--- src/sv/dnsq_pkg.sv ---
// Package for the DNS question section parser.
// Holds the transaction structs, phase enum, result kind codes and parser constants.
// No dependencies; used by every module of the block.
package dnsq_pkg;

  // Parser constants
  localparam logic [7:0] DotCode  = 8'd46;
  localparam logic [7:0] MaxLabel = 8'd63;

  // Result kind codes
  localparam logic [1:0] KIND_CHAR  = 2'd0;
  localparam logic [1:0] KIND_TYPE  = 2'd1;
  localparam logic [1:0] KIND_CLASS = 2'd2;
  localparam logic [1:0] KIND_ERROR = 2'd3;

  // Parser phase
  typedef enum logic [2:0] {
    PH_DONE      = 3'd0,
    PH_LEN_FIRST = 3'd1,
    PH_LEN_NEXT  = 3'd2,
    PH_LABEL     = 3'd3,
    PH_TYPE_HI   = 3'd4,
    PH_TYPE_LO   = 3'd5,
    PH_CLASS_HI  = 3'd6,
    PH_CLASS_LO  = 3'd7
  } phase_t;

  // Input transaction
  typedef struct packed {
    logic [7:0] data_byte;
    logic       first;
  } in_item_t;

  // Result transaction
  typedef struct packed {
    logic [1:0]  kind;
    logic [15:0] value;
    logic        last;
  } out_item_t;

  // Parser state carried from byte to byte
  typedef struct packed {
    phase_t     phase;
    logic [5:0] label_left;
    logic [7:0] held_high;
  } parse_state_t;

endpackage

--- src/sv/dnsq_step.sv ---
// Next-state and result logic for one byte of the question section.
// Depends on dnsq_pkg for the state, transaction and kind types.
module dnsq_step (
  input  dnsq_pkg::parse_state_t cur_state,
  input  dnsq_pkg::in_item_t     in_item,
  output dnsq_pkg::parse_state_t nxt_state,
  output logic                   res_emit,
  output dnsq_pkg::out_item_t    res_item
);

  dnsq_pkg::parse_state_t eff;

  // Restart on a first byte: clear counters, treat byte as first length byte
  always_comb begin
    eff = cur_state;
    if (in_item.first) begin
      eff.phase      = dnsq_pkg::PH_LEN_FIRST;
      eff.label_left = '0;
      eff.held_high  = '0;
    end
  end

  // Advance the phase and form the result
  always_comb begin
    nxt_state      = eff;
    res_emit       = 1'b0;
    res_item.kind  = dnsq_pkg::KIND_CHAR;
    res_item.value = {8'd0, in_item.data_byte};
    res_item.last  = 1'b0;
    case (eff.phase)
      dnsq_pkg::PH_LEN_FIRST, dnsq_pkg::PH_LEN_NEXT: begin
        if (in_item.data_byte == 8'd0) begin
          nxt_state.phase = dnsq_pkg::PH_TYPE_HI;
        end else if (in_item.data_byte > dnsq_pkg::MaxLabel) begin
          // oversized length or compression pointer: end with an error
          nxt_state.phase      = dnsq_pkg::PH_DONE;
          nxt_state.label_left = '0;
          res_emit             = 1'b1;
          res_item.kind        = dnsq_pkg::KIND_ERROR;
          res_item.value       = '0;
          res_item.last        = 1'b1;
        end else begin
          nxt_state.phase      = dnsq_pkg::PH_LABEL;
          nxt_state.label_left = in_item.data_byte[5:0];
          res_emit             = (eff.phase == dnsq_pkg::PH_LEN_NEXT);
          res_item.value       = {8'd0, dnsq_pkg::DotCode};
        end
      end
      dnsq_pkg::PH_LABEL: begin
        if (eff.label_left <= 6'd1) begin
          nxt_state.label_left = '0;
          nxt_state.phase      = dnsq_pkg::PH_LEN_NEXT;
        end else begin
          nxt_state.label_left = eff.label_left - 6'd1;
        end
        res_emit = 1'b1;
      end
      dnsq_pkg::PH_TYPE_HI: begin
        nxt_state.held_high = in_item.data_byte;
        nxt_state.phase     = dnsq_pkg::PH_TYPE_LO;
      end
      dnsq_pkg::PH_TYPE_LO: begin
        nxt_state.phase = dnsq_pkg::PH_CLASS_HI;
        res_emit        = 1'b1;
        res_item.kind   = dnsq_pkg::KIND_TYPE;
        res_item.value  = {eff.held_high, in_item.data_byte};
      end
      dnsq_pkg::PH_CLASS_HI: begin
        nxt_state.held_high = in_item.data_byte;
        nxt_state.phase     = dnsq_pkg::PH_CLASS_LO;
      end
      dnsq_pkg::PH_CLASS_LO: begin
        nxt_state.phase = dnsq_pkg::PH_DONE;
        res_emit        = 1'b1;
        res_item.kind   = dnsq_pkg::KIND_CLASS;
        res_item.value  = {eff.held_high, in_item.data_byte};
        res_item.last   = 1'b1;
      end
      default: begin
        // done: ignore bytes until the next first byte
        nxt_state = eff;
      end
    endcase
  end

endmodule

--- src/sv/dns_question_parser.sv ---
// Top level of the DNS question section parser: state registers and result buffer.
// Depends on dnsq_pkg and dnsq_step.
//
//   channel | direction | handshake          | payload
//   in_     | input     | in_valid/in_stall   | dnsq_pkg::in_item_t  (data_byte, first)
//   out_    | output    | out_valid/out_stall | dnsq_pkg::out_item_t (kind, value, last)
//
// One byte per cycle is accepted while in_stall is low; its result, if any, is
// registered in the output register, or in the skid register if that one is held.
// A two-entry output buffer (output register plus skid register) lets a byte enter
// while a result waits; in_stall rises only once the skid register holds a result.
// Reset (rst_n low, synchronous) returns the parser to done and empties the buffer.
module dns_question_parser (
  input  logic                clk,
  input  logic                rst_n,
  input  logic                in_valid,
  output logic                in_stall,
  input  dnsq_pkg::in_item_t  in_data,
  output logic                out_valid,
  input  logic                out_stall,
  output dnsq_pkg::out_item_t out_data
);

  dnsq_pkg::parse_state_t state_r;
  dnsq_pkg::parse_state_t state_nxt;
  logic                   res_emit;
  dnsq_pkg::out_item_t    res_item;

  logic                   out_valid_r;
  dnsq_pkg::out_item_t    out_item_r;
  logic                   skid_valid_r;
  dnsq_pkg::out_item_t    skid_item_r;

  logic                   in_accept;
  logic                   out_free;
  logic                   res_valid;

  dnsq_step u_step (
    .cur_state (state_r),
    .in_item   (in_data),
    .nxt_state (state_nxt),
    .res_emit  (res_emit),
    .res_item  (res_item)
  );

  assign in_stall  = skid_valid_r;
  assign in_accept = in_valid && !in_stall;
  assign res_valid = in_accept && res_emit;
  assign out_free  = !out_valid_r || !out_stall;

  // Advance parser state on each accepted byte
  always_ff @(posedge clk) begin
    if (!rst_n) begin
      state_r.phase      <= dnsq_pkg::PH_DONE;
      state_r.label_left <= '0;
      state_r.held_high  <= '0;
    end else if (in_accept) begin
      state_r <= state_nxt;
    end
  end

  // Output and skid valid bits
  always_ff @(posedge clk) begin
    if (!rst_n) begin
      out_valid_r  <= 1'b0;
      skid_valid_r <= 1'b0;
    end else if (out_free) begin
      out_valid_r  <= skid_valid_r || res_valid;
      skid_valid_r <= skid_valid_r && res_valid;
    end else if (res_valid) begin
      skid_valid_r <= 1'b1;
    end
  end

  // Output and skid payloads; hold while stalled
  always_ff @(posedge clk) begin
    if (out_free) begin
      out_item_r <= skid_valid_r ? skid_item_r : res_item;
    end
    if (res_valid && (!out_free || skid_valid_r)) begin
      skid_item_r <= res_item;
    end
  end

  assign out_valid = out_valid_r;
  assign out_data  = out_item_r;

endmodule

--- config.mk ---
export PLATFORM = sky130hd
export DESIGN_NAME = dns_question_parser
export DESIGN_NICKNAME = d
export VERILOG_FILES = /design/src/sv/dnsq_pkg.sv /design/src/sv/dnsq_step.sv /design/src/sv/dns_question_parser.sv
export SDC_FILE = /design/constraint.sdc
export NUM_CORES = 1
export LEC_CHECK = 0
export BUFFER_PORTS_ARGS = -buffer_cell sky130_fd_sc_hd__buf_2
export CORE_ASPECT_RATIO = 1.75
export CORE_MARGIN = 2
export CORE_UTILIZATION = 46
export CTS_CLUSTER_SIZE = 16
export DETAILED_ROUTE_END_ITERATION = 7
export GPL_TIMING_DRIVEN = 0
export PLACE_DENSITY = 0.66
export SLEW_MARGIN = 40
export SYNTH_ARGS = -nofsm -noshare
export SYNTH_HDL_FRONTEND = slang
export SYNTH_SLANG_ARGS = --single-unit
--- constraint.sdc ---
create_clock -name clk -period 3.7 [get_ports clk]
set_clock_uncertainty 0.1 [all_clocks]
set_input_delay 0.185 -clock clk [delete_from_list [all_inputs] [get_ports clk]]
set_output_delay 0.185 -clock clk [all_outputs]
set_load 0.01 [all_outputs]
==> impl_metrics.yaml <==
yosys:
  synth_compound_area_share_pct: 16.9
  yosysTopAreaCellShare_pct: 42.4
  synth_edf_count: 38
  synth_fa_ha_area_share_pct: 0
  yosys-top-cells-area: "edfxtp_1, dfxtp_1, mux2_2, a22oi_1, nor2_1"
  synthSimpleGateAreaFrac_pct: 14.5
  yosysSeqAreaShare_pct: 56.6
  synth_top_family_by_area: "compound AO/OA/AOI/OAI gates"
  synth_nets: 255
  yosysWarnings: 0
  synth_area_leader_cell: "edfxtp_1"
  synth_cells: 242
  yosysUniqueCellTypes: 49
  yosys-mux-area-fraction_pct: 8.09
  syn_area_sq_um: 2690
  ys_async_sr_fraction_pct: 0
  syn_avg_cell_area_sq_um: 11.1
  ys_ff_latch: 57
  synthXorXnorAreaFrac_pct: 0.651
  synth_ff_type: "edfxtp_1"
cells_and_area:
  register_area_sq_um: 1520
  multi_input_area_sq_um: 1090
  finish.utilization_pct: 55.7
  fill_cells: 524
  syn2layout_area_growth_pct: 16.7
  layout_commonest_cell: "edfxtp_1"
  antennaDiodeCount: 0
  final_cell_mix: "edfxtp_1, buf_2, nor2_1, dfxtp_1, nand2_1"
  fin_nets: 301
  drive_above_1_share_pct: 28.0
placed_design:
  dp_hpwl_mm: 4.31
  routabilityCongestion: 0.956
  io_buffers: 32
route:
  drcViolationCount: 0
  drt-total-wl_mm: 6.04
  drt-pass1-iter-count: 4
  drtIter0Drc: 106
  post_drt_wl_per_cell_um: 16.4
  vias: 2073
  ant_nets: 0
  via_per_inst: 5.62
cts:
  postCtsSetupBuffers: 0
  clock_latency_ns: 0.33
  clock_tree.buffer_depth: 2
  cts.sinks: 57
  cts_tree: "done"
  ctsHoldBuffers: 0
  clk_pin_slew_worst_paths_ns: 0.07
  cts_max_level: 3
  cts_buffers: 9
  cts-root-buf: "clkbuf_8"
  cts_resized: 0
min_path:
  hp-start: "in_data[1]"
  holdCritPathClass: "in -> reg"
sta:
  worstMarginPinSlew_ns: 0.837
  fmax_ghz: 0.378
  setup_violations: 0
  post-route-min-period_ns: 2.65
  finalHoldViolCount: 0
  slew_headroom_pct: 43.4
  hold_slack_ns: 0.0947
  report.final.slew_viol_count: 0
  finalCritPeriodShare_pct: 71.6
  rsz0062_at_grt: "false"
pwr:
  p_comb_share_pct: 9.5
  power_mw: 1.32
  powerDensity_nw_per_um2: 420
  pwr-share-seq_pct: 53.9
  clock_power_share_pct: 36.6
  swShare_pct: 25.1
  p_sw_mw: 0.331
  internal-power_mw: 0.987
  power.leakage_nw: 1.27
  vdd_drop_max_mv: 0.236
floorplan:
  row_count: 36
  boundaryPins: 34
  fp.dieW_um: 61.8
  fp.coreArea_sq_um: 5630
  start_util_pct: 47.8
  die_h_um: 105
  die_area_sq_um: 6500
setup_path:
  critPathRequiredTime_ns: 3.63
  crit_type: "reg -> reg"
  startpoint: "in_stall$_SDFFE_PN0P_"
  cp_cell_sequence: "nor2b_1 -> clkbuf_1 -> nand4_1 -> nor3_2 -> buf_2 -> buf_4 -> buf_2"
  r2r-start: "in_stall$_SDFFE_PN0P_"
  path_delay_family: "buffers and inverters"
  worst_setup_path_start_kind: "flop"
  cp.arrival_ns: 2.58
  cp_slowest_cell: "clkbuf_1"
  path_buf_inv: 4
  cp_max_fo: 10
  slowest_delay_ns: 0.43
  end_kind: "flop"
  crit_top_cell: "buf_2"
flow_run:
  drv_cap: 0
global_routing:
  antenna_found_initial: 0
  grt_pass1_wl_mm: 10.0
  grt_pass1_vias: 2019
  gr-usage-all-layers_pct: 21.2
  grt_max_degree: 22
  overflow: 0
run_status:
  status: "complete, no violations"
## flip-flops by register name (all words and copies together), names as in the netlist
| signal | flops |
|---|---|
| out_valid | 1 |
| skid_item_r | 19 |
| in_stall | 1 |
| out_data | 19 |
| state_r | 17 |
## cell usage after synthesis (2+ instances only)
cell type / n
edfxtp_1: 38
dfxtp_1: 19
nor2_1: 19
nand2_1: 18
mux2_2: 14
a21oi_1: 12
clkbuf_1: 11
o21ai_1: 11
a22oi_1: 10
and3_1: 8
o21ai_0: 8
a21o_1: 7
inv_1: 6
and2_1: 4
mux2_4: 4
nor2b_1: 4
inv_2: 3
nand4_1: 3
nor3_1: 3
o31ai_1: 3
buf_2: 2
nand2b_1: 2
nand3_1: 2
o211ai_1: 2
o21a_1: 2
o22ai_1: 2
o311ai_1: 2
or4_4: 2
## cell families after synthesis
kind of cell | Yosys count
mux | 18
compound gates | 69
buf+inv | 23
xor+xnor | 2
flops | 57
simple gates | 73
## power groups by stage
| stage | Combinational (mW) | Sequential (mW) | Clock, mW |
|---|---|---|---|
| floorplan | 0.0673 | 0.733 | 0 |
| global placement | 0.122 | 0.723 | 0 |
| detailed placement | 0.123 | 0.724 | 0 |
| CTS | 0.124 | 0.710 | 0.494 |
| global route | 0.139 | 0.714 | 0.518 |
| finish | 0.125 | 0.711 | 0.483 |
## layer usage
layer	up-vias	routed length [um]	share of wire (%)	global-route usage, %
li1	997	-	-	-
met1	981	2440	40	26.0
met2	83	3170	52	34.0
met3	12	247	4.1	4.21
met4	0	184	3.0	10.8
met5	-	0	0	0
## path summary, 6_finish.rpt
check,slack [ns],endpoint,cells past startpoint
max,1.05,skid_item_r[1]$_DFFE_PP_,7
min,0.09,state_r[8]$_SDFFE_PN0P_,3
max reg2reg,1.05,skid_item_r[1]$_DFFE_PP_,7
min reg2reg,0.41,state_r[5]$_SDFFE_PN0P_,2
## through the flow
| step | setup slack (ns) | setup TNS [ns] | instances | instance area [sq um] |
|---|---|---|---|---|
| floorplan | 0.802 | 0 | 242 | 2690 |
| global placement | -0.0932 | -1.75 | 350 | 2950 |
| detailed placement | 1.03 | 0 | 353 | 2970 |
| CTS | 1.02 | 0 | 369 | 3130 |
| global route | 0.857 | 0 | 369 | 3140 |
| finish | 1.05 | 0 | 369 | 3140 |
## final cells by class
class,count,area share [%]
Inverter,9,1.08
Timing Repair Buffer,35,5.66
Buffer,14,1.75
Clock buffer,10,4.07
Sequential cell,57,48.5
Clock inverter,6,1.12
Multi-Input combinational cell,162,34.8
Tap cell,76,3.03
## tightest hold or removal path, cell delays in order
cell and delay [ns]:
buf_2 0.13, nand2_1 0.08, a31oi_2 0.08
(Power assumes the default switching activity.)
